$ cat config.mk
export PLATFORM = sky130hd
export DESIGN_NAME = wmm_cell
export DESIGN_NICKNAME = d
export VERILOG_FILES = /design/src/rtl/wmm_pkg.sv /design/src/rtl/wmm_cell.sv
export SDC_FILE = /design/constraint.sdc
export NUM_CORES = 1
export LEC_CHECK = 0
export BUFFER_PORTS_ARGS = -buffer_cell sky130_fd_sc_hd__buf_2
export CORE_UTILIZATION = 40
export CTS_CLUSTER_DIAMETER = 60
export CTS_CLUSTER_SIZE = 40
export DETAILED_ROUTE_END_ITERATION = 7
export PLACE_DENSITY = 0.75
export SETUP_SLACK_MARGIN = 0.1
export SYNTH_ARGS = -nofsm -noshare
export SYNTH_HDL_FRONTEND = slang
export SYNTH_SLANG_ARGS = --single-unit
export TNS_END_PERCENT = 5
$ cat constraint.sdc
create_clock -name clk -period 0.8 [get_ports clk]
set_input_delay 0.08 -clock clk [delete_from_list [all_inputs] [get_ports clk]]
set_output_delay 0.08 -clock clk [all_outputs]
set_load 0.02 [all_outputs]
$ cat src/rtl/wmm_pkg.sv
package wmm_pkg;

  localparam int unsigned PowerW = 19;
  localparam int unsigned TimeW = 32;
  localparam int unsigned AxisW = 16;
  localparam int unsigned CountW = 8;
  localparam int unsigned InDataW = 56;
  localparam int unsigned OutDataW = 64;

  localparam logic [TimeW-1:0] MaxAgeReset = 32'd120000;

  localparam logic signed [PowerW-1:0] PowerMax = {1'b0, {(PowerW-1){1'b1}}};
  localparam logic signed [PowerW-1:0] PowerMin = {1'b1, {(PowerW-1){1'b0}}};

  // A multiple of 500 that makes any sample non-negative before the divide.
  localparam logic [19:0] DivOffset = 20'd262500;
  localparam logic [19:0] CeilBias = 20'd499;
  localparam logic signed [15:0] OffsetQuot = 16'sd525;
  // Reciprocals: x / 125 = (x * 268436) >> 25 and x / 5 = (x * 209716) >> 20,
  // both exact for 18-bit x.
  localparam logic [18:0] Recip125 = 19'd268436;
  localparam logic [17:0] Recip5 = 18'd209716;
  localparam logic signed [15:0] StepW = 16'sd50;

  typedef struct packed {
    logic valid;
    logic signed [PowerW-1:0] value;
    logic [TimeW-1:0] stamp;
  } cell_t;

endpackage

$ cat src/rtl/wmm_cell.sv
module wmm_cell
  import wmm_pkg::*;
(
  input  logic  clk,
  input  logic  rst,
  input  logic  shift,
  input  cell_t din,
  output cell_t dout
);

  cell_t held;

  always_ff @(posedge clk) begin
    if (shift) begin
      held.value <= din.value;
      held.stamp <= din.stamp;
    end
    if (rst) begin
      held.valid <= 1'b0;
    end else if (shift) begin
      held.valid <= din.valid;
    end
  end

  assign dout = held;

endmodule

# Word-level counts from Yosys, hierarchy flattened
# Cells that the tools add are included.
[op_classes] n_eq_ne=0 div=0 muxes=0 shifts=0 addsub=0 n_bitwise=0 n_mul=0 n_reduce_logical=0 n_lt_le_gt_ge=0
[totals] output_inout_bits=52 latchBits=0 mem_bits_rw=0 reg_bits=52 mem_count=0 inputBits=55 wordCells=3 romBits=0

# Depth between registers and ports, before layout
# Gate-level depths: netlist of run 1.
[logic_depth] depth_word=0 depth_mapped=2 depth_no_buf=2

# Worst setup path after synthesis of run 1
# No wires, ideal clock.
[synth_timing] path_type="flip-flop to flip-flop" from="reg, netlist name dout[51]" to="reg held, in the netlist dout[51]" path_slack_ns=0.155 n_path_buf=0 arrival_time_ns=0.581 stages_incl_launch_ff=3 cell_sequence="dfxtp_1 > mux2i_1 > nor2_1"
[synth_lines] item="end, declared" line_no="wmm_cell.sv:11" source="cell_t held;"

# Final worst setup path of run 1
[layout_timing] from="reg held, in the netlist dout[36]" to="out dout[36] (netlist bit)"
[layout_lines] item="end, declared" line_no="wmm_cell.sv:8" source="output cell_t dout"
# No word-level cell between the ends.

==> metrics.md, run 1 <==
| Metric | Value |
|---|---|
| Status | finished, violations left |
| Failing checks | negative setup slack |
| R2r startpoint | dout[51]$_SDFFE_PP0P_ |
| Avg Cell Area, Syn | 29.0 um2 |
| Final core utilization | 0.758 |
| Min setup slack post-route | -153 ps |
| FP Rows | 22 |
| Met2 Wirelength | 2390 um |
| VDD IR-drop max | 0.00115 V |
| Crit Path Category | reg2out |
| Final Power | 0.00557 W |
| Routed len/inst | 15.7 um |
| WP buf/inv | 1 |
| Setup Skew | 0 ps |
| Final hold vios | 0 |
| Layout cells sized above 1 | 0.518 |
| Critical path peak fanout | 1 |
| Worst endpoint required time | 720 ps |
| Max FFs per register | 52 |
| Gr usage total | 0.219 |
| DP Cell Count | 210 |
| Vias in the first global route | 1323 |
| Cell variety after synth | 4 |
| Core area | 0.00372 mm2 |
| RSZ-0062 raised after global routing | yes |
| PortBufs | 106 |
| Net Sw Frac | 0.236 |
| Die H | 64.6 um |
| Routability congestion estimate | 0.675 |
| Synthesized flop and latch total | 52 |
| Initial antenna violation count | 0 |
| Detailed Place HPWL | 2180 um |
| Number of I/O pins | 107 |
| Synth top cells by count | 51 x edfxtp_1, 1 x dfxtp_1, 1 x mux2i_1, 1 x nor2_1 |
| Ys Warns | 0 |
| DR top layer | met4 |
| Fmax | 1050 MHz |
| Met1 wire length | 1380 um |
| Initial Util | 0.421 |
| CTS Buf Count | 5 |
| Via density per instance | 4.45 |
| Mapped Nets | 109 |
| Die Span X | 64.6 um |
| Detailed Routing Iterations Pass 1 | 4 |
| Top FF cell, synth | edfxtp_1 |
| Non-filler cells in the finished layout | 270 |
| Detail Route Antenna Nets | 0 |
| Sequential share of power | 0.590 |
| Clock Tree Root | clkbuf_8 |
| Synth Instances | 54 |
| Worst-skew pair later-pin latency | 290 ps |
| Post-synthesis sequential area ratio | 0.991 |
| NetSw | 0.00131 W |
| Final net count | 276 |
| MaxCap Viol Count | 0 |
| Total Routed Length | 4230 um |
| Critical path's largest stage delay | 400 ps |
| Clock slew at reported path FFs | 90 ps |
| Diodes inserted | 0 |
| Final setup viols | 52 |
| Worst-margin pin slew | 187 ps |
| First-pass GRT wire length | 6290 um |
| Synth top area share | 0.978 |
| Logic pwr share | 0.161 |
| CTS Sinks | 52 |
| Area contributors post-synth | edfxtp_1 98%, dfxtp_1 1.3%, mux2i_1 0.64%, nor2_1 0.24% |
| Filler cells | 232 |
| Worst Setup SP | dout[36]$_DFFE_PP_ |
| Largest net degree at the start of global routing | 37 |
| Cell taking the most area after synthesis | edfxtp_1 |
| Crit-path cells | buf_2 |
| Clock network power share | 0.249 |
| Arrival @ worst endpoint | 870 ps |
| R2r setup slk | 190 ps |
| DP Worst Slack | 27.0 ps |
| Remaining DRCs | 0 |
| Post-synth EDFFs | 51 |
| PwrDens | 1980 mW/mm2 |
| CTS tree | yes |
| Worst hold-check path type | in2reg |
| LEAKAGE | 1.22 nW |
| Reg-to-reg endpoint | dout[51]$_SDFFE_PP0P_ |
| Critical path startpoint category | flop |
| Final worst path period need | 953 ps |
| H-Tree Depth | 2 |
| Die ar. | 0.00417 mm2 |
| Critical-path top delay cell | edfxtp_1 |
| Internal Power | 0.00426 W |
| Layout area overhead | 79.9% |
| Hold Crit Start | din[51] |
| CP endpoint | dout[36] |
| WL met3 | 254 um |
| GRT overflow | 0 |
| Critical path endpoint category | primary output |
| Worst Reg-to-Reg Cells | 2 |
| Slew Viols, Final | 0 |
| Share of flip-flops with an asynchronous set or reset | 0 |
| Count leader, synth | edfxtp_1 |
| Via count | 1202 |
| CTS max path bufs | 2 |
| DR iter-0 viols | 36 |
| Synthesized area | 0.00157 mm2 |
| Crit. path cell count | 1 |
| Slew headroom | 0.875 |
| Crit share post-route | 1.19 |
| Delay-heaviest family, CP | flip-flops |
==> through the flow <==
step	area (um2)	setup TNS, ps	hold slack (ps)
2_1_floorplan	1570	0	152
3_3_place_gp	2200	0	235
3_5_place_dp	2200	0	238
4_1_cts	2810	-6030	36.6
5_1_grt	2820	-7710	40.0
6_report	2820	-5660	44.7
==> kinds of logic (layout without fill, tap and decap cells) <==
kind of cell	after synthesis	in the layout	synth area share
mux	1	1	0.00640
buf+inv	0	168	0
simple gates	1	1	0.00240
flops	52	52	0.991
==> routing by layer <==
metal | up-vias | global-route usage
li1 | 549 | -
met1 | 559 | 0.201
met2 | 76 | 0.413
met3 | 18 | 0.0475
met4 | 0 | 0.164
met5 | - | 0
==> layout by cell type (no fill, tap or decap), types with 2 or more instances in the layout <==
master / count
buf_2: 104
buf_12: 2
edfxtp_1: 51
dlygate4sd3_1: 51
buf_6: 2
clkbuf_8: 5
==> worst min-delay path by stage <==
stage / cells past startpoint / end
after detailed placement: 2 / dout[51]$_SDFFE_PP0P_
after global placement: 2 / dout[51]$_SDFFE_PP0P_
after floorplan: 1 / dout[51]$_SDFFE_PP0P_
final: 3 / dout[51]$_SDFFE_PP0P_
after global routing: 3 / dout[51]$_SDFFE_PP0P_
after CTS: 3 / dout[51]$_SDFFE_PP0P_
==> power groups by stage <==
stage,combinational (W),sequential (W),clock (W)
2_1_floorplan,0.00000421,0.00363,0
3_3_place_gp,0.000668,0.00333,0
3_5_place_dp,0.000681,0.00334,0
4_1_cts,0.000879,0.00328,0.00142
5_1_grt,0.000948,0.00330,0.00154
6_report,0.000899,0.00328,0.00139
==> what timing repair did <==
action,4_1_cts,5_1_grt
cloned,0,0
hold buffers,52,0
buffers inserted,0,0
endpoints found under the hold margin,52,0
gates resized for setup,3,3
setup endpoints to repair,52,53
pin swaps,0,0
==> area by class of cell <==
class | instances | area [um2] | share of cell area
multi-input combinational | 2 | 13.8 | 0.00489
clock inverter | 2 | 11.3 | 0.00400
sequential | 52 | 1550 | 0.551
tap | 48 | 60.1 | 0.0213
clock buffer | 6 | 72.6 | 0.0258
timing repair buffer | 160 | 1110 | 0.393
Note: power is estimated with default switching activity, not from simulation.
==> run 2: changes to the inputs <==
Settings changed: HOLD_SLACK_MARGIN from default to 0.12, PLACE_DENSITY 0.75 to 0.78.
Clock period 0.8 ns to 1 ns, I/O delays scaled along.
==> run 2 against run 1 <==
The run still ends with negative setup slack left. Register-to-register slack improved by 170 ps. Sequential power decreased by 19%. Total power decreased by 15%. Final area increased by 9.3%. Highest routed layer unchanged.
==> metrics.md, run 2 (synthesis results as in run 1) <==
| Metric | Value |
|---|---|
| FP Rows | 22 (unchanged) |
| Worst Hold Depth | 2 (was 3) |
| Core area | 0.00372 mm2 (unchanged) |
| Critical-path top delay cell | edfxtp_1 (unchanged) |
| Die Span X | 64.6 um (unchanged) |
| DR iter-0 viols | 49 (was 36) |
| Layout area overhead | 96.6% (was 79.9%) |
| Net Sw Frac | 0.244 (was 0.236) |
| WP buf/inv | 1 (unchanged) |
| Internal Power | 0.00356 W (was 0.00426 W) |
| First-pass GRT wire length | 6380 um (was 6290 um) |
| MaxCap Viol Count | 0 (unchanged) |
| Final hold vios | 0 (unchanged) |
| Total Routed Length | 5030 um (was 4230 um) |
| Final net count | 277 (was 276) |
| PwrDens | 1530 mW/mm2 (was 1980 mW/mm2) |
| Hold Path End | dout[8]$_DFFE_PP_ (was dout[51]$_SDFFE_PP0P_) |
| Vias in the first global route | 1279 (was 1323) |
| CTS Sinks | 52 (unchanged) |
| Worst endpoint required time | 900 ps (was 720 ps) |
| Crit share post-route | 1.02 |
| NetSw | 0.00115 W (was 0.00131 W) |
| Final worst path period need | 1020 ps |
| Die ar. | 0.00417 mm2 (unchanged) |
| Delay-heaviest family, CP | flip-flops (unchanged) |
| Logic pwr share | 0.190 (was 0.161) |
| Worst-skew pair later-pin latency | 290 ps (about the same) |
| Initial Util | 0.421 (unchanged) |
| Clock slew at reported path FFs | 100 ps (was 90 ps) |
| Setup repair bufs after CTS | 0 (unchanged) |
| Largest net degree at the start of global routing | 28 (was 37) |
| Max FFs per register | 52 (unchanged) |
| R2r setup slk | 360 ps (was 190 ps) |
| Routed len/inst | 18.6 um (was 15.7 um) |
| DP Cell Count | 210 (unchanged) |
| Reg-to-reg endpoint | dout[51]$_SDFFE_PP0P_ (unchanged) |
| Setup Skew | 0 ps (unchanged) |
| Final Power | 0.00471 W (was 0.00557 W) |
| Clock Tree Root | clkbuf_8 (unchanged) |
| Number of I/O pins | 107 (unchanged) |
| RSZ-0062 raised after global routing | yes (unchanged) |
| Layout cells sized above 1 | 0.520 (was 0.518) |
| Remaining DRCs | 0 (unchanged) |
| Non-filler cells in the finished layout | 271 (was 270) |
| Critical path's largest stage delay | 430 ps (was 400 ps) |
| Failing checks | negative setup slack (unchanged) |
| Via density per instance | 4.44 (was 4.45) |
| Crit-path cells | buf_2 (unchanged) |
| Arrival @ worst endpoint | 920 ps (was 870 ps) |
| CTS tree | yes (unchanged) |
| Hold Crit Start | shift (was din[51]) |
| Critical path startpoint category | flop (unchanged) |
| Worst-margin pin slew | 147 ps (was 187 ps) |
| Slew headroom | 0.899 (was 0.875) |
| Sequential share of power | 0.568 (was 0.590) |
| Worst Reg-to-Reg Cells | 2 (unchanged) |
| Status | finished, violations left (unchanged) |
| Die H | 64.6 um (unchanged) |
| R2r startpoint | dout[51]$_SDFFE_PP0P_ (unchanged) |
| Detail Route Antenna Nets | 0 (unchanged) |
| Most common cell after layout, fill and taps aside | buf_2 (unchanged) |
| Slew Viols, Final | 0 (unchanged) |
| Critical path peak fanout | 1 (unchanged) |
| Hold_ws | 270 ps (was 44.7 ps) |
| Most frequent cells in the layout | 63 x buf_2, 53 x dlygate4sd3_1, 51 x edfxtp_1, 42 x buf_6, 5 x clkbuf_8 (was 104 x buf_2, 51 x edfxtp_1, 51 x dlygate4sd3_1, 5 x clkbuf_8) |
| Worst Setup SP | dout[8]$_DFFE_PP_ (was dout[36]$_DFFE_PP_) |
| Initial antenna violation count | 0 (unchanged) |
| Fmax | 977 MHz |
| H-Tree Depth | 2 (unchanged) |
| CTS max path bufs | 2 (unchanged) |
| Via count | 1203 (was 1202) |
| VDD IR-drop max | 0.00111 V (was 0.00115 V) |
| Gr usage total | 0.225 (was 0.219) |
| Detailed Routing Iterations Pass 1 | 4 (unchanged) |
| Min setup slack post-route | -24.0 ps (was -153 ps) |
| Crit Path Category | reg2out (unchanged) |
| CTS Buf Count | 5 (unchanged) |
| LEAKAGE | 1.30 nW (was 1.22 nW) |
| Diodes inserted | 0 (unchanged) |
| Worst hold-check path type | in2reg (unchanged) |
| GRT overflow | 0 (unchanged) |
| Critical path endpoint category | primary output (unchanged) |
| Clock network power share | 0.243 (was 0.249) |
| Final setup viols | 3 (was 52) |
| Final core utilization | 0.828 (was 0.758) |
| PortBufs | 106 (unchanged) |
| Routability congestion estimate | 0.730 (was 0.675) |
==> run 2: area by class of cell <==
class / count / area [um2]
timing repair buffer: 161 / 1370
fill: 179 / 638
clock buffer: 6 / 72.6
multi-input combinational: 2 / 13.8
clock inverter: 2 / 12.5
sequential: 52 / 1550
tap: 48 / 60.1
==> run 2: worst max path at each step <==
stage	end	slack [ps]	cells past startpoint
3_5_place_dp	dout[51]$_SDFFE_PP0P_	210	4
2_1_floorplan	dout[51]$_SDFFE_PP0P_	350	2
5_1_grt	dout[8]	-40	1
4_1_cts	dout[38]	30	1
6_report	dout[8]	-20	1
3_3_place_gp	dout[51]$_SDFFE_PP0P_	230	4
==> run 2: through the flow <==
stage               cell area [um2]  worst slack [ps]  setup TNS [ps]
finish                         3080             -24.0           -48.8
global route                   3080             -44.6            -173
CTS                            2820              29.4               0
detailed placement             2200               207               0
global placement               2200               232               0
floorplan                      1570               355               0
==> run 2: metal layers <==
| metal | global-route usage | up-vias | part of all wire |
|---|---|---|---|
| met3 | 0.0669 | 9 | 0.070 |
| met4 | 0.106 | 0 | 0.021 |
| li1 | - | 549 | - |
| met1 | 0.238 | 566 | 0.36 |
| met5 | 0 | - | 0 |
| met2 | 0.405 | 79 | 0.55 |
==> run 2: what timing repair did <==
item	in CTS	in global routing
hold buffers	53	0
hold endpoints to repair	52	0
endpoints found under the setup margin	52	52
gates resized for setup	4	83
==> run 2: power by group through the flow <==
stage                     combinational [W]  clock [W]  sequential [W]
final                              0.000893    0.00114         0.00267
after global routing               0.000928    0.00124         0.00269
after CTS                          0.000714    0.00113         0.00262
after detailed placement           0.000549          0         0.00267
after global placement             0.000537          0         0.00266
after floorplan                  0.00000337          0         0.00290
==> run 3: changes to the inputs <==
Settings changed: BUFFER_PORTS_ARGS -buffer_cell sky130_fd_sc_hd__buf_2 to default, CELL_PAD_IN_SITES_DETAIL_PLACEMENT from default to 0, CELL_PAD_IN_SITES_GLOBAL_PLACEMENT from default to 2, CORE_UTILIZATION 40 to 39, DONT_BUFFER_PORTS from default to 1, GPL_TIMING_DRIVEN from default to 0, PLACE_DENSITY 0.78 to default, PLACE_DENSITY_LB_ADDON from default to 0.1.
==> run 3 against run 2 <==
The run ends with negative hold slack left. Utilization is 22 points lower. Count of clock-buffer cells in the layout down 1. Total power fell by 6.8%. Die area up 2.5%. Sequential share of layout area increased by 18 points. Clock power up 18%. Non-clock buffer count shrank 108. Largest power group unchanged. Final area is 27% lower.
==> metrics.md, run 3 (synthesis results as in run 1) <==
| Metric | Value |
|---|---|
| Critical path startpoint category | flop (unchanged) |
| GRT overflow | 0 (unchanged) |
| Top Usage Layer GRT | met2 (unchanged) |
| Core area | 0.00374 mm2 (was 0.00372 mm2) |
| CTS tree | yes (unchanged) |
| Diodes inserted | 0 (unchanged) |
| Most common cell after layout, fill and taps aside | dlygate4sd3_1 (was buf_2) |
| Die H | 65.4 um (was 64.6 um) |
| Worst hold-check path type | in2reg (unchanged) |
| Met3 Use GR | 0.0556 (was 0.0669) |
| Via density per instance | 4.61 (was 4.44) |
| Met2 Use GR | 0.276 (was 0.405) |
| CTS Buf Count | 5 (unchanged) |
| VDD IR-drop max | 0.00108 V (was 0.00111 V) |
| Worst endpoint required time | 900 ps (about the same) |
| Final hold vios | 52 (was 0) |
| Detail Route Antenna Nets | 0 (unchanged) |
| Slew Viols, Final | 0 (unchanged) |
| Die Span X | 65.4 um (was 64.6 um) |
| FP Rows | 22 (unchanged) |
| Number of I/O pins | 107 (unchanged) |
| CTS Sinks | 52 (unchanged) |
| Max FFs per register | 52 (unchanged) |
| Total Routed Length | 2990 um (was 5030 um) |
| Critical path peak fanout | 1 (unchanged) |
| Arrival @ worst endpoint | 800 ps (was 920 ps) |
| Clock slew at reported path FFs | 80 ps (was 100 ps) |
| Slew headroom | 0.840 (was 0.899) |
| Worst-margin pin slew | 240 ps (was 147 ps) |
| First-pass GRT wire length | 4260 um (was 6380 um) |
| DP Cell Count | 102 (was 210) |
| CTS max path bufs | 2 (unchanged) |
| Failing checks | negative hold slack (was negative setup slack) |
| Final net count | 169 (was 277) |
| Largest net degree at the start of global routing | 53 (was 28) |
| Critical path endpoint category | primary output (unchanged) |
| Crit share post-route | 0.898 (was 1.02) |
| Routability congestion estimate | 0.670 (was 0.730) |
| PortBufs | 0 (was 106) |
| Clock Tree Root | clkbuf_8 (unchanged) |
| H-Tree Depth | 2 (unchanged) |
| Layout cells sized above 1 | 0.0522 (was 0.520) |
| Status | finished, violations left (unchanged) |
| Worst-skew pair later-pin latency | 290 ps (about the same) |
| Area after DPL | 0.00163 mm2 (was 0.00220 mm2) |
| Detailed Routing Iterations Pass 1 | 3 (was 4) |
| Layout area overhead | 44.5% (was 96.6%) |
| LEAKAGE | 0.790 nW (was 1.30 nW) |
| Most frequent cells in the layout | 53 x dlygate4sd3_1, 51 x edfxtp_1, 5 x clkbuf_8, 2 x clkinv_1 (was 63 x buf_2, 53 x dlygate4sd3_1, 51 x edfxtp_1, 42 x buf_6, 5 x clkbuf_8) |
| RSZ-0062 raised after global routing | yes (unchanged) |
| Gr usage total | 0.145 (was 0.225) |
| Final worst path period need | 898 ps (was 1020 ps) |
| Setup TNS | 0 ps (was -48.8 ps) |
| DR iter-0 viols | 48 (was 49) |
| Routed len/inst | 18.3 um (was 18.6 um) |
| Number of hold buffers added after cts | 53 (unchanged) |
| Final setup viols | 0 (was 3) |
| Non-filler cells in the finished layout | 163 (was 271) |
| Setup Skew | 0 ps (unchanged) |
| Remaining DRCs | 0 (unchanged) |
| Crit Path Category | reg2out (unchanged) |
| Final core utilization | 0.604 (was 0.828) |
| Hold_ws | -86.9 ps (was 270 ps) |
| MaxCap Viol Count | 0 (unchanged) |
| Initial Util | 0.418 (was 0.421) |
| Initial antenna violation count | 0 (unchanged) |
| Via count | 752 (was 1203) |
| R2r startpoint | dout[51]$_SDFFE_PP0P_ (unchanged) |
| Hold Crit Start | shift (unchanged) |
| Setup repair bufs after CTS | 0 (unchanged) |
| Vias in the first global route | 791 (was 1279) |
| Met1 usage | 0.143 (was 0.238) |
| Post-route cell area | 0.00226 mm2 (was 0.00308 mm2) |
| Worst Setup SP | dout[44]$_DFFE_PP_ (was dout[8]$_DFFE_PP_) |
| Fmax | 1110 MHz (was 977 MHz) |
| PwrDens | 1940 mW/mm2 (was 1530 mW/mm2) |
| Die ar. | 0.00427 mm2 (was 0.00417 mm2) |
==> run 3: final timing paths <==
path                            depth (start not counted)               endpoint  slack, ps
worst max register to register                          2  dout[51]$_SDFFE_PP0P_        300
worst min register to register                          2  dout[51]$_SDFFE_PP0P_        620
worst max-delay path                                    0               dout[44]        100
worst min-delay path                                    0     dout[25]$_DFFE_PP_        -90
==> run 3: layer usage <==
layer  vias up  wire length, um
li1        333                -
met1       352             1030
met2        62             1700
met3         5              207
met4         0               51
met5         -                0
==> run 3: report_power, final <==
group	internal [W]	total [W]	switching (W)
clock	0.000728	0.00134	0.000608
sequential	0.00260	0.00288	0.000284
combinational	0.000140	0.000172	0.0000328
total	0.00346	0.00439	0.000924
==> run 3: per-stage QoR <==
step           hold WS [ps]  worst slack (ps)  total power, W
6_report              -86.9               102         0.00439
5_1_grt                -112              67.8         0.00453
4_1_cts               -99.7              82.2         0.00441
3_5_place_dp            179               317         0.00294
3_3_place_gp            174               323         0.00294
2_1_floorplan           172               355         0.00290
==> run 3: what timing repair did <==
item / CTS / global route
gates resized for setup: 0 / 0
endpoints found under the hold margin: 103 / 52
setup endpoints to repair: 18 / 33
==> run 3: area by class of cell <==
type / count / area [um2]
Clock buffer: 5 / 68.8
Sequential cell: 52 / 1550
Timing Repair Buffer: 53 / 531
Multi-Input combinational cell: 2 / 13.8
Clock inverter: 3 / 37.5
Tap cell: 48 / 60.1
Fill cell: 282 / 1480
