**config.mk**
```make
export PLATFORM = sky130hd
export DESIGN_NAME = wmm_scan
export DESIGN_NICKNAME = d
export VERILOG_FILES = /design/src/rtl/wmm_pkg.sv /design/src/rtl/wmm_scan.sv
export SDC_FILE = /design/constraint.sdc
export NUM_CORES = 1
export LEC_CHECK = 0
export BUFFER_PORTS_ARGS = -buffer_cell sky130_fd_sc_hd__clkbuf_2
export CORE_UTILIZATION = 41
export CTS_CLUSTER_SIZE = 24
export DETAILED_ROUTE_END_ITERATION = 10
export GPL_TIMING_DRIVEN = 0
export PLACE_DENSITY = 0.66
export SYNTH_ARGS = -nofsm -noshare
export SYNTH_HDL_FRONTEND = slang
export SYNTH_SLANG_ARGS = --single-unit
```
**constraint.sdc**
```tcl
create_clock -name clk -period 6.4 [get_ports clk]
set_input_delay 0.96 -clock clk [delete_from_list [all_inputs] [get_ports clk]]
set_output_delay 0.96 -clock clk [all_outputs]
set_load 0.02 [all_outputs]
```
**src/rtl/wmm_pkg.sv**
```systemverilog
package wmm_pkg;

  localparam int unsigned PowerW = 19;
  localparam int unsigned TimeW = 32;
  localparam int unsigned AxisW = 16;
  localparam int unsigned CountW = 8;
  localparam int unsigned InDataW = 56;
  localparam int unsigned OutDataW = 64;

  localparam logic [TimeW-1:0] MaxAgeReset = 32'd120000;

  localparam logic signed [PowerW-1:0] PowerMax = {1'b0, {(PowerW-1){1'b1}}};
  localparam logic signed [PowerW-1:0] PowerMin = {1'b1, {(PowerW-1){1'b0}}};

  // A multiple of 500 that makes any sample non-negative before the divide.
  localparam logic [19:0] DivOffset = 20'd262500;
  localparam logic [19:0] CeilBias = 20'd499;
  localparam logic signed [15:0] OffsetQuot = 16'sd525;
  // Reciprocals: x / 125 = (x * 268436) >> 25 and x / 5 = (x * 209716) >> 20,
  // both exact for 18-bit x.
  localparam logic [18:0] Recip125 = 19'd268436;
  localparam logic [17:0] Recip5 = 18'd209716;
  localparam logic signed [15:0] StepW = 16'sd50;

  typedef struct packed {
    logic valid;
    logic signed [PowerW-1:0] value;
    logic [TimeW-1:0] stamp;
  } cell_t;

endpackage

```
**src/rtl/wmm_scan.sv**
```systemverilog
module wmm_scan
  import wmm_pkg::*;
(
  input  logic                     clk,
  input  logic                     start,
  input  logic                     step,
  input  cell_t                    tail,
  input  logic [TimeW-1:0]         now,
  input  logic [TimeW-1:0]         max_age,
  output logic                     keep,
  output logic signed [PowerW-1:0] lo,
  output logic signed [PowerW-1:0] hi,
  output logic [CountW-1:0]        kept,
  output logic [CountW-1:0]        dropped
);

  logic             dropping;
  logic [TimeW-1:0] age;
  logic             too_old;
  logic             drop;

  assign age = now - tail.stamp;
  assign too_old = age > max_age;
  assign drop = tail.valid && dropping && too_old;
  assign keep = tail.valid && !drop;

  always_ff @(posedge clk) begin
    if (start) begin
      dropping <= 1'b1;
      lo <= PowerMax;
      hi <= PowerMin;
      kept <= '0;
      dropped <= '0;
    end else if (step) begin
      if (keep) begin
        dropping <= 1'b0;
        kept <= kept + 1'b1;
        if (tail.value < lo) begin
          lo <= tail.value;
        end
        if (tail.value > hi) begin
          hi <= tail.value;
        end
      end
      if (drop) begin
        dropped <= dropped + 1'b1;
      end
    end
  end

endmodule

```
Word-level counts from Yosys, hierarchy flattened
Index checks and enable logic that the tools add are counted.
Widths: inputs -> output; s select.
{"block": "classes", "n_addsub": 3, "mul": 0, "div_mod_pow": 0, "n_lt_le_gt_ge": 3, "n_eq_ne": 0, "shifts": 0, "muxes": 0, "bitwise": 0, "n_reduce_logical": 8}
{"cell": "$gt 32x32->1", "n": 1}
{"cell": "$sub 32x32->32", "n": 1}
{"cell": "$gt 19x19->1", "n": 1}
{"cell": "$lt 19x19->1", "n": 1}
{"cell": "$add 8x1->8 const B", "n": 2}
{"cell": "$reduce_and 3->1", "n": 2}
{"cell": "$reduce_and 2->1", "n": 2}
{"cell": "$logic_and 1x1->1", "n": 3}
{"cell": "$logic_not 1->1", "n": 1}
{"block": "totals", "regBits": 55, "latch_bits": 0, "ram_bits": 0, "romBits": 0, "input_bits": 119, "out_inout_bits": 55, "elab_cells": 19, "n_memories": 0}

Depth between registers and ports, before layout
Gate-level depths: netlist of the first run.
{"block": "logic_depth", "ltp_word": 6, "mapped_depth": 24, "depth_no_buf": 21}

Least setup slack after synthesis of the first run
Ideal clock, no wire load.
{"block": "synth_path", "path_kind": "input to output", "start": "in tail[1] (netlist bit)", "end": "out keep", "arrival_time_ns": 4.865, "t_required_ns": 5.440, "path_slack_ns": 0.575, "stages": 16, "n_path_buf": 0, "path_cell_list": "inv_1 > ha_1 > nor2b_1 > o31a_1 > o31ai_1 > o31ai_1 > o311a_1 > o41ai_2 > o41ai_1 > xnor2_1 > ha_1 > nand4_1 > or2_1 > o41ai_2 > a31oi_1 > nor3b_1"}
{"block": "synth_between", "elab_chain_len": 5}
{"element": "start: declaration", "line_no": "wmm_scan.sv:7", "text": "input cell_t tail,"}
{"element": "$sub 32x32->32", "line_no": "wmm_scan.sv:22", "text": "assign age = now - tail.stamp;"}
{"element": "$gt 32x32->1", "line_no": "wmm_scan.sv:23", "text": "assign too_old = age > max_age;"}
{"element": "$logic_and 1x1->1", "line_no": "wmm_scan.sv:24", "text": "assign drop = tail.valid && dropping && too_old;"}
{"element": "$logic_not 1->1", "line_no": "wmm_scan.sv:25", "text": "assign keep = tail.valid && !drop;"}
{"element": "$logic_and 1x1->1", "line_no": "wmm_scan.sv:25"}
{"element": "end: declaration", "line_no": "wmm_scan.sv:10", "text": "output logic keep,"}
Every way passes these cells.

Final worst setup path of the first run
{"block": "layout_path", "start": "in tail[6] (netlist bit)", "end": "out keep"}
Same word-level chain as after synthesis.

==> results of run 1 <==
## stage by stage
step                      TNS [ns]  total power, mW  std cells  cell area (um2)
after CTS                        0             1.21       1097             7100
after floorplan                  0            0.751        738             5850
after detailed placement     -3.07            0.896       1090             6940
final                            0             1.20       1097             7150
after global placement      -0.456            0.891       1090             6940
after global routing             0             1.29       1097             7150
## routing by layer
layer	GRT usage [%]	up-vias	wire, um	part of all wire [%]
li1	-	2923	-	-
met5	0	-	0	0
met4	3.24	0	145	0.99
met3	2.68	12	774	5.3
met1	25.3	2448	6810	47
met2	35.6	143	6860	47
## cells in the mapped netlist, types with 13 or more instances
master | instances | share of area, %
a21o_1 | 37 | 4.7
a21oi_1 | 58 | 5.0
clkbuf_1 | 15 | 0.96
dfxtp_1 | 55 | 19
ha_1 | 102 | 22
inv_1 | 110 | 7.1
mux2i_1 | 40 | 6.8
nand2_1 | 13 | 0.83
nand2b_1 | 42 | 4.5
nand4_1 | 18 | 1.9
nor2_1 | 71 | 4.6
o21ai_0 | 22 | 1.9
xnor2_1 | 19 | 2.8
## power groups by stage
stage,Combinational (mW),Clock (mW),Sequential (mW)
2_1_floorplan,0.345,0,0.406
3_3_place_gp,0.504,0,0.386
3_5_place_dp,0.509,0,0.387
4_1_cts,0.513,0.316,0.379
5_1_grt,0.583,0.327,0.382
6_report,0.517,0.307,0.379
## kinds of logic after synthesis
family,synth area share [%]
AOI/OAI and AO/OA,19.0
xor gates and xnor gates,4.34
adders and majority gates,22.2
buffers and inverters,9.00
DFF,18.8
muxes,7.81
and+or+nand+nor,18.8
## critical path, delay by kind of cell
family                     cells  cell delay (ns)
AOI/OAI and AO/OA              9             2.29
and+or+nand+nor                3             0.71
adders and majority gates      2             0.67
buffers and inverters          3             0.34
xor gates and xnor gates       1             0.15
## path summary, 6_finish.rpt
check             startpoint      end
hold reg to reg      kept[7]  kept[7]
setup / recovery     tail[6]     keep
hold / removal       kept[7]  kept[7]
setup reg to reg       lo[6]   lo[16]
## sequential cells by signal (all words and copies together), names as in the netlist
signal    flops
hi           19
lo           19
dropped       8
kept          8
dropping      1
## layout make-up
class | instances | area (um2)
Tap cell | 180 | 225
Sequential cell | 55 | 1100
Multi-Input combinational cell | 553 | 4270
Timing Repair Buffer | 172 | 861
Buffer | 20 | 114
Fill cell | 1418 | 6730
Clock inverter | 1 | 30.0
Inverter | 110 | 413
Clock buffer | 6 | 129
==> metrics.md, run 1 <==
| Metric | Value |
|---|---|
| Flip-flop and latch count after synthesis | 55 |
| Ordered cell list for the critical path | clkbuf_2 > inv_1 > ha_1 > a21oi_1 > o21ai_0 > a221oi_2 > o31ai_2 > o311a_1 > o41ai_4 > o41ai_1 > xnor2_1 > ha_1 > nand4_1 > or2_1 > o41ai_2 > a31oi_1 > nor3b_1 > clkbuf_2 |
| Syn Inst Count | 738 |
| R2r setup slk | 3.34 ns |
| Max Cap Viol | 0 |
| Hold WC Path Type | flip-flop to flip-flop |
| Post-Synthesis Mean Instance Area | 7.93 um2 |
| FMAX | 0.164 GHz |
| First-pass GRT wire length | 23.6 mm |
| Clk slew on worst S/H paths | 0.06 ns |
| Starting Density | 42.1% |
| Root Buffer | clkbuf_16 |
| Leak pwr | 3.81 nW |
| Worst path max stage delay | 0.42 ns |
| Psw | 0.421 mW |
| Layout area overhead | 22.2% |
| Final Critical Period | 6.09 ns |
| WHS | 0.487 ns |
| CTS max path bufs | 2 |
| VDD IR max | 0.167 mV |
| Total Wirelength | 14.6 mm |
| Die area | 14,800 um2 |
| Status | finished, final reports clean |
| Pwr per Cell Area | 168 nW/um2 |
| Final core utilization | 51.5% |
| Share of cells above drive strength 1 | 22.4% |
| Cts repair resizes | 1 |
| Hold path depth | 2 |
| Ys flop type | dfxtp_1 |
| Grt total ovfl | 0 |
| Fin. Hold Viols | 0 |
| Synthesis warning total | 0 |
| Clock Skews | 0.00894 ns |
| Unrepaired setup endpoints after global routing | no |
| Unique masters post-synth | 58 |
| Post-DP HPWL | 12.2 mm |
| Clk pwr share | 25.5% |
| Int Pwr | 0.782 mW |
| H-tree levels | 2 |
| Sequential share of the synthesized area | 18.8% |
| Worst-Margin Slew | 0.613 ns |
| Final period utilization | 95.2% |
| Clock latency on the worst-skew pair | 0.29 ns |
| Vias/cell | 5.04 |
| WL/cell | 13.3 um |
| Horiz. Die Dim | 121 um |
| CTS tree | done |
| Worst rel slew slack | 58.6% |
| GR Util All Layers | 19.9% |
| Commonest non-fill, non-tap cells in the layout | clkbuf_2 (172), inv_1 (110), ha_1 (102) |
| Syn Std Cell Area | 5850 um2 |
| Crit path arrival time | 5.13 ns |
| Vias in the first global route | 5,109 |
| CP max stage cell | o41ai_4 |
| Drt initial violations | 200 |
| CTS sink count | 55 |
| Commonest non-fill, non-tap cell in the layout | clkbuf_2 |
| Ys async rst share | 0% |
| Crit path kind | primary input to output pin |
| Finish-stage setup viols | 0 |
| Worst setup slack after layout | 0.305 ns |
| Sw Ratio | 35.0% |
| Crit. End Element | output pin |
| CP required | 5.44 ns |
| Top Ports | 174 |
| Logic pwr share | 43.0% |
| Via count | 5,526 |
| Largest net degree at the start of global routing | 16 |
| Num CTS Buffers | 5 |
| Nets@finish | 1,139 |
| Final Max Slew Viols | 0 |
| CP startpoint kind | primary input |
| Antenna violations before repair | 0 |
| Crit path max fanout | 5 |
| Postcts setup bufs | 0 |
| Hold_buf cts | 0 |
| Port-buffer cells | 172 |
| Pre-antenna DRT Iters | 5 |
| ANT cells | 0 |
| Synthesized Nets | 960 |
| Final GP Congestion | 0.871 |
| Seq pwr share | 31.5% |
| DP Worst Slack | -0.181 ns |
| Row Count | 43 |
| Final antenna-violating net count | 0 |
| Die H | 121 um |
| R2R depth | 12 |
| Core area | 13,900 um2 |
| Residual DRC | 0 |
| Post-synth EDFFs | 0 |
Power figures use the tool's default switching activity.
==> run 2: changes to the inputs <==
CTS_CLUSTER_SIZE = 30   (was 24)
clock period = 6.3 ns   (was 6.4 ns; I/O delays follow)
==> run 2 against run 1 <==
Net effect:
- global-route usage is essentially flat
- critical path depth is the same
- worst hold slack hardly changed
- routed wire length down 0.16%
- power grew 1.6%
- utilization barely moved
- register-to-register slack worse by 0.10 ns
- sequential share of layout area barely moved
- non-clock buffer count did not move
- critical endpoint unchanged
==> metrics.md, run 2 (same netlist as run 1, synthesis figures left out) <==
| Metric | Value |
|---|---|
| Grt peak-use layer | met2 (unchanged) |
| Critical R2R Launch | lo[6] (unchanged) |
| R2R depth | 12 (unchanged) |
| Area of the multi-input gates | 4280 um2 (was 4270 um2) |
| Crit. End Element | output pin (unchanged) |
| Post-DP HPWL | 12.2 mm (unchanged) |
| Placed Area | 6940 um2 (unchanged) |
| Hold path depth | 2 (unchanged) |
| Postcts setup bufs | 0 (unchanged) |
| CTS tree | done (unchanged) |
| Vias/cell | 5.06 (was 5.04) |
| WHS | 0.487 ns (about the same) |
| Die area | 14,800 um2 (unchanged) |
| Via count | 5,548 (was 5,526) |
| Pre-antenna DRT Iters | 5 (unchanged) |
| DP Worst Slack | -0.266 ns (was -0.181 ns) |
| Final Critical Period | 6.00 ns |
| Unrepaired setup endpoints after global routing | no (unchanged) |
| Commonest non-fill, non-tap cell in the layout | clkbuf_2 (unchanged) |
| Largest net degree at the start of global routing | 16 (unchanged) |
| Clock latency on the worst-skew pair | 0.29 ns (about the same) |
| Clk pwr share | 25.5% (about the same) |
| GR Util All Layers | 19.9% (about the same) |
| Worst-Margin Slew | 0.619 ns (was 0.613 ns) |
| Final Cell Area | 7150 um2 (about the same) |
| Grt total ovfl | 0 (unchanged) |
| Max Cap Viol | 0 (unchanged) |
| Final GP Congestion | 0.871 (unchanged) |
| CP required | 5.35 ns (was 5.44 ns) |
| Nets@finish | 1,139 (unchanged) |
| R2r setup slk | 3.24 ns (was 3.34 ns) |
| Final antenna-violating net count | 0 (unchanged) |
| Port-buffer cells | 172 (unchanged) |
| CP startpoint kind | primary input (unchanged) |
| Top Ports | 174 (unchanged) |
| Clock Skews | 0.00900 ns (was 0.00894 ns) |
| Logic pwr share | 43.0% (about the same) |
| VDD IR max | 0.169 mV (was 0.167 mV) |
| Horiz. Die Dim | 121 um (unchanged) |
| Register area | 1100 um2 (unchanged) |
| Pwr per Cell Area | 171 nW/um2 (was 168 nW/um2) |
| Reg2reg end | lo[16] (unchanged) |
| Crit path max fanout | 6 (was 5) |
| Non-Filler Instances | 1,097 (unchanged) |
| Sw Ratio | 35.0% (about the same) |
| M3 GR Usage | 2.68% (unchanged) |
| Psw | 0.428 mW (was 0.421 mW) |
| Worst rel slew slack | 58.2% (was 58.6%) |
| CTS sink count | 55 (unchanged) |
| Worst setup slack after layout | 0.302 ns (was 0.305 ns) |
| Crit path kind | primary input to output pin (unchanged) |
| Final Max Slew Viols | 0 (unchanged) |
| Status | finished, final reports clean (unchanged) |
| Core area | 13,900 um2 (unchanged) |
| Antenna violations before repair | 0 (unchanged) |
| Crit path arrival time | 5.05 ns (was 5.13 ns) |
| Layout area overhead | 22.2% (about the same) |
| Cells after DPL | 1,090 (unchanged) |
| Final period utilization | 95.2% |
| Root Buffer | clkbuf_16 (unchanged) |
| CTS max path bufs | 2 (unchanged) |
| FMAX | 0.167 GHz |
| Hold_buf cts | 0 (unchanged) |
| Commonest non-fill, non-tap cells in the layout | clkbuf_2 (172), inv_1 (110), ha_1 (102) (unchanged) |
| Final core utilization | 51.5% (about the same) |
| Finish-stage setup viols | 0 (unchanged) |
| Fin. Hold Viols | 0 (unchanged) |
| Total Wirelength | 14.6 mm (about the same) |
| Met2 usage | 35.7% (was 35.6%) |
| GR Util met1 | 25.3% (unchanged) |
| First-pass GRT wire length | 23.6 mm (about the same) |
| Drt initial violations | 210 (was 200) |
| Crit path launch | tail[17] (was tail[6]) |
| Clk slew on worst S/H paths | 0.06 ns (about the same) |
| Seq pwr share | 31.5% (about the same) |
| FILL cells | 1,418 (unchanged) |
| Row Count | 43 (unchanged) |
| Int Pwr | 0.794 mW (was 0.782 mW) |
| Leak pwr | 3.81 nW (about the same) |
| Vias in the first global route | 5,122 (was 5,109) |
| WL/cell | 13.3 um (about the same) |
| Residual DRC | 0 (unchanged) |
| Min-delay src | kept[7] (unchanged) |
| WHS Endpoint | kept[7] (unchanged) |
| Starting Density | 42.1% (unchanged) |
| Hold WC Path Type | flip-flop to flip-flop (unchanged) |
| H-tree levels | 2 (unchanged) |
| ANT cells | 0 (unchanged) |
| Share of cells above drive strength 1 | 22.5% (was 22.4%) |
| Num CTS Buffers | 5 (unchanged) |
| Largest registers | hi: 19 flops, lo: 19 flops (unchanged) |
| Die H | 121 um (unchanged) |
run 2: area by class of cell:
type                       count  share of cell area, %
multi-input combinational    553                   59.8
sequential                    55                   15.4
timing repair buffer         172                   12.0
inverter                     110                   5.77
tap                          180                   3.15
clock buffer                   6                   1.80
buffer                        20                   1.59
clock inverter                 1                  0.420
run 2: worst max path at each step:
| stage | end | slack, ns | cells past startpoint |
|---|---|---|---|
| floorplan | keep | 0.51 | 16 |
| global placement | hi[9] | -0.13 | 22 |
| detailed placement | hi[11] | -0.27 | 22 |
| CTS | keep | 0.009 | 18 |
| global route | keep | 0.04 | 18 |
| finish | keep | 0.30 | 18 |
run 2: critical path, stage by stage:
cell	delay [ns]
clkbuf_2	0.10
inv_1	0.04
ha_1	0.37
and4_1	0.23
and3_1	0.17
nor3b_1	0.33
a211oi_2	0.16
o31ai_2	0.40
a211oi_2	0.15
or4_1	0.52
o211ai_1	0.10
ha_1	0.16
nand4_1	0.13
or2_1	0.30
o41ai_2	0.35
a31oi_1	0.10
nor3b_1	0.28
clkbuf_2	0.22
run 2: repair_timing:
action	CTS	global route
setup endpoints to repair	1	14
gates resized for setup	2	8
pin swaps	0	1
run 2: layer usage:
metal,wire [um],vias to the layer above
li1,-,2925
met1,6790,2467
met2,6860,144
met3,773,12
met4,145,0
met5,0,-
run 2: power groups by stage:
| stage | combinational (mW) | sequential, mW | clock, mW |
|---|---|---|---|
| 6_report | 0.526 | 0.385 | 0.311 |
| 5_1_grt | 0.593 | 0.388 | 0.332 |
| 4_1_cts | 0.522 | 0.385 | 0.321 |
| 3_5_place_dp | 0.517 | 0.393 | 0 |
| 3_3_place_gp | 0.513 | 0.393 | 0 |
| 2_1_floorplan | 0.351 | 0.412 | 0 |
run 2: through the flow:
stage	total power [mW]	setup TNS [ns]
6_report	1.22	0
5_1_grt	1.31	0
4_1_cts	1.23	0
3_5_place_dp	0.910	-5.91
3_3_place_gp	0.905	-2.23
2_1_floorplan	0.763	0
==> run 3: changes to the inputs <==
--- a/config.mk
+++ b/config.mk
@@ -12,4 +12,5 @@
 export GPL_TIMING_DRIVEN = 0
 export PLACE_DENSITY = 0.66
+export RECOVER_POWER = 50
 export SYNTH_ARGS = -nofsm -noshare
 export SYNTH_HDL_FRONTEND = slang
==> constraint.sdc (replaced) <==
create_clock -name clk -period 6.3 [get_ports clk]
set_input_delay 0.315 -clock clk [delete_from_list [all_inputs] [get_ports clk]]
set_output_delay 0.315 -clock clk [all_outputs]
set_load 0.02 [all_outputs]
==> run 3 against run 2 <==
Net effect:
- global-route usage barely moved
- largest power group unchanged
- critical endpoint is now hi[12]
- worst hold slack got worse by 0.17 ns
- highest routed layer unchanged
- register-to-register slack is essentially flat
==> metrics.md, run 3 (same netlist as run 1, synthesis figures left out) <==
| Metric | Value |
|---|---|
| Clock latency on the worst-skew pair | 0.29 ns (about the same) |
| Commonest non-fill, non-tap cells in the layout | clkbuf_2 (118), inv_1 (110), ha_1 (102) (was clkbuf_2 (172), inv_1 (110), ha_1 (102)) |
| Grt total ovfl | 0 (unchanged) |
| Pre-antenna DRT Iters | 5 (unchanged) |
| CTS max path bufs | 2 (unchanged) |
| Final GP Congestion | 0.871 (unchanged) |
| Final Cell Area | 7030 um2 (was 7150 um2) |
| Largest registers | hi: 19 flops, lo: 19 flops (unchanged) |
| Psw | 0.423 mW (was 0.428 mW) |
| Final Critical Period | 5.64 ns (was 6.00 ns) |
| Crit path kind | primary input to flip-flop (was primary input to output pin) |
| Ordered cell list for the critical path | clkbuf_2 > inv_1 > ha_1 > nor2b_1 > o31a_1 > o31ai_1 > o31ai_1 > o311a_1 > o41ai_2 > o41ai_1 > xnor2_1 > ha_1 > nand4_1 > or2_1 > o41ai_2 > a31oi_1 > or3_1 > buf_6 > nor4b_4 > buf_6 > buf_12 > mux2i_1 (was clkbuf_2 > inv_1 > ha_1 > and4_1 > and3_1 > nor3b_1 > a211oi_2 > o31ai_2 > a211oi_2 > or4_1 > o211ai_1 > ha_1 > nand4_1 > or2_1 > o41ai_2 > a31oi_1 > nor3b_1 > clkbuf_2) |
| Root Buffer | clkbuf_16 (unchanged) |
| FILL cells | 1,445 (was 1,418) |
| Residual DRC | 0 (unchanged) |
| Die area | 14,800 um2 (unchanged) |
| Total Wirelength | 14.5 mm (was 14.6 mm) |
| Sw Ratio | 35.0% (about the same) |
| Post-DP HPWL | 12.2 mm (unchanged) |
| CP max stage cell | o31ai_1 (was or4_1) |
| R2R depth | 12 (unchanged) |
| CP Buf/Inv Count | 5 (was 3) |
| Worst setup slack after layout | 0.659 ns (was 0.302 ns) |
| CTS tree | done (unchanged) |
| Placed Area | 6940 um2 (unchanged) |
| Starting Density | 42.1% (unchanged) |
| Worst-Margin Slew | 0.720 ns (was 0.619 ns) |
| Final antenna-violating net count | 0 (unchanged) |
| CTS sink count | 55 (unchanged) |
| Unrepaired setup endpoints after global routing | no (unchanged) |
| FMAX | 0.177 GHz (was 0.167 GHz) |
| Drt initial violations | 204 (was 210) |
| Die H | 121 um (unchanged) |
| Crit path to | hi[12] (was keep) |
| Final Max Slew Viols | 0 (unchanged) |
| Layout area overhead | 20.1% (was 22.2%) |
| CP startpoint kind | primary input (unchanged) |
| Clk slew on worst S/H paths | 0.07 ns (was 0.06 ns) |
| Vias/cell | 5.03 (was 5.06) |
| Int Pwr | 0.786 mW (was 0.794 mW) |
| Non-Filler Instances | 1,097 (unchanged) |
| Core area | 13,900 um2 (unchanged) |
| Top Family by Delay on Critical Path | compound AO/OA/AOI/OAI gates (was simple AND/OR/NAND/NOR gates) |
| Num CTS Buffers | 5 (unchanged) |
| Crit path arrival time | 5.86 ns (was 5.05 ns) |
| Worst rel slew slack | 51.6% (was 58.2%) |
| Vias in the first global route | 5,108 (was 5,122) |
| Row Count | 43 (unchanged) |
| Reg2reg end | lo[16] (unchanged) |
| H-tree levels | 2 (unchanged) |
| Crit path max fanout | 10 (was 6) |
| Worst path max stage delay | 0.52 ns (about the same) |
| Final period utilization | 89.5% (was 95.2%) |
| Leak pwr | 3.63 nW (was 3.81 nW) |
| Critical path depth | 22 (was 18) |
| Antenna violations before repair | 0 (unchanged) |
| Hold WC Path Type | primary input to flip-flop (was flip-flop to flip-flop) |
| Seq pwr share | 31.8% (was 31.5%) |
| Critical R2R Launch | lo[6] (unchanged) |
| R2r setup slk | 3.24 ns (about the same) |
| Finish-stage setup viols | 0 (unchanged) |
| ANT cells | 0 (unchanged) |
| Postcts setup bufs | 0 (unchanged) |
| Nets@finish | 1,139 (unchanged) |
| Total negative slack | 0 ns (unchanged) |
| Max Cap Viol | 0 (unchanged) |
| Port-buffer cells | 172 (unchanged) |
| Clk pwr share | 25.8% (was 25.5%) |
| Largest net degree at the start of global routing | 16 (unchanged) |
| Fin. Hold Viols | 0 (unchanged) |
| DP Worst Slack | 0.364 ns (was -0.266 ns) |
| Top Ports | 174 (unchanged) |
| First-pass GRT wire length | 23.6 mm (about the same) |
| Final core utilization | 50.6% (was 51.5%) |
| Via count | 5,516 (was 5,548) |
| Status | finished, final reports clean (unchanged) |
| Share of cells above drive strength 1 | 15.8% (was 22.5%) |
| Crit path launch | tail[1] (was tail[17]) |
| VDD IR max | 0.169 mV (about the same) |
| Pwr per Cell Area | 172 nW/um2 (was 171 nW/um2) |
| Hold_buf cts | 0 (unchanged) |
| WL/cell | 13.3 um (about the same) |
| Cells after DPL | 1,090 (unchanged) |
| Logic pwr share | 42.4% (was 43.0%) |
| Clock Skews | 0.00966 ns (was 0.00900 ns) |
| Crit. End Element | flip-flop (was output pin) |
| Commonest non-fill, non-tap cell in the layout | clkbuf_2 (unchanged) |
| Horiz. Die Dim | 121 um (unchanged) |
| GR Util All Layers | 19.8% (was 19.9%) |
| Cts repair resizes | 0 (was 2) |
| CP required | 6.52 ns (was 5.35 ns) |
## run 3: worst min path at each step
stage | startpoint | end | slack (ns) | depth (start not counted)
2_1_floorplan | dropping | dropping | 0.47 | 1
3_3_place_gp | kept[7] | kept[7] | 0.47 | 2
3_5_place_dp | kept[7] | kept[7] | 0.48 | 2
4_1_cts | tail[50] | lo[18] | 0.31 | 3
5_1_grt | tail[46] | hi[14] | 0.33 | 3
6_report | tail[50] | lo[18] | 0.32 | 3
## run 3: tightest hold or removal path, stage by stage
cell	delay (ns)
clkbuf_2	0.12
nand2b_1	0.08
mux2i_1	0.06
## run 3: power groups by stage
stage / clock network, mW / registers (mW) / logic [mW]
after global placement: 0 / 0.393 / 0.513
after global routing: 0.332 / 0.388 / 0.580
after CTS: 0.321 / 0.385 / 0.521
final: 0.312 / 0.385 / 0.513
after floorplan: 0 / 0.412 / 0.351
after detailed placement: 0 / 0.393 / 0.517
## run 3: routing by layer
metal  GRT usage (%)  share of wire [%]
met5               0                  0
met4            3.24                1.0
met3            2.68                4.6
met2            35.6                 47
met1            25.3                 47
## run 3: metrics by stage
stage | power, mW | hold WS (ns)
floorplan | 0.763 | 0.469
CTS | 1.23 | 0.313
detailed placement | 0.910 | 0.480
global placement | 0.905 | 0.469
global route | 1.30 | 0.328
finish | 1.21 | 0.320
## run 3: final cells by class
type | instances | area (um2) | share of cell area (%)
clock inverter | 1 | 30.0 | 0.427
buffer | 20 | 114 | 1.62
tap | 180 | 225 | 3.20
multi-input combinational | 553 | 4220 | 60.1
inverter | 110 | 413 | 5.88
timing repair buffer | 172 | 793 | 11.3
sequential | 55 | 1100 | 15.7
clock buffer | 6 | 129 | 1.83
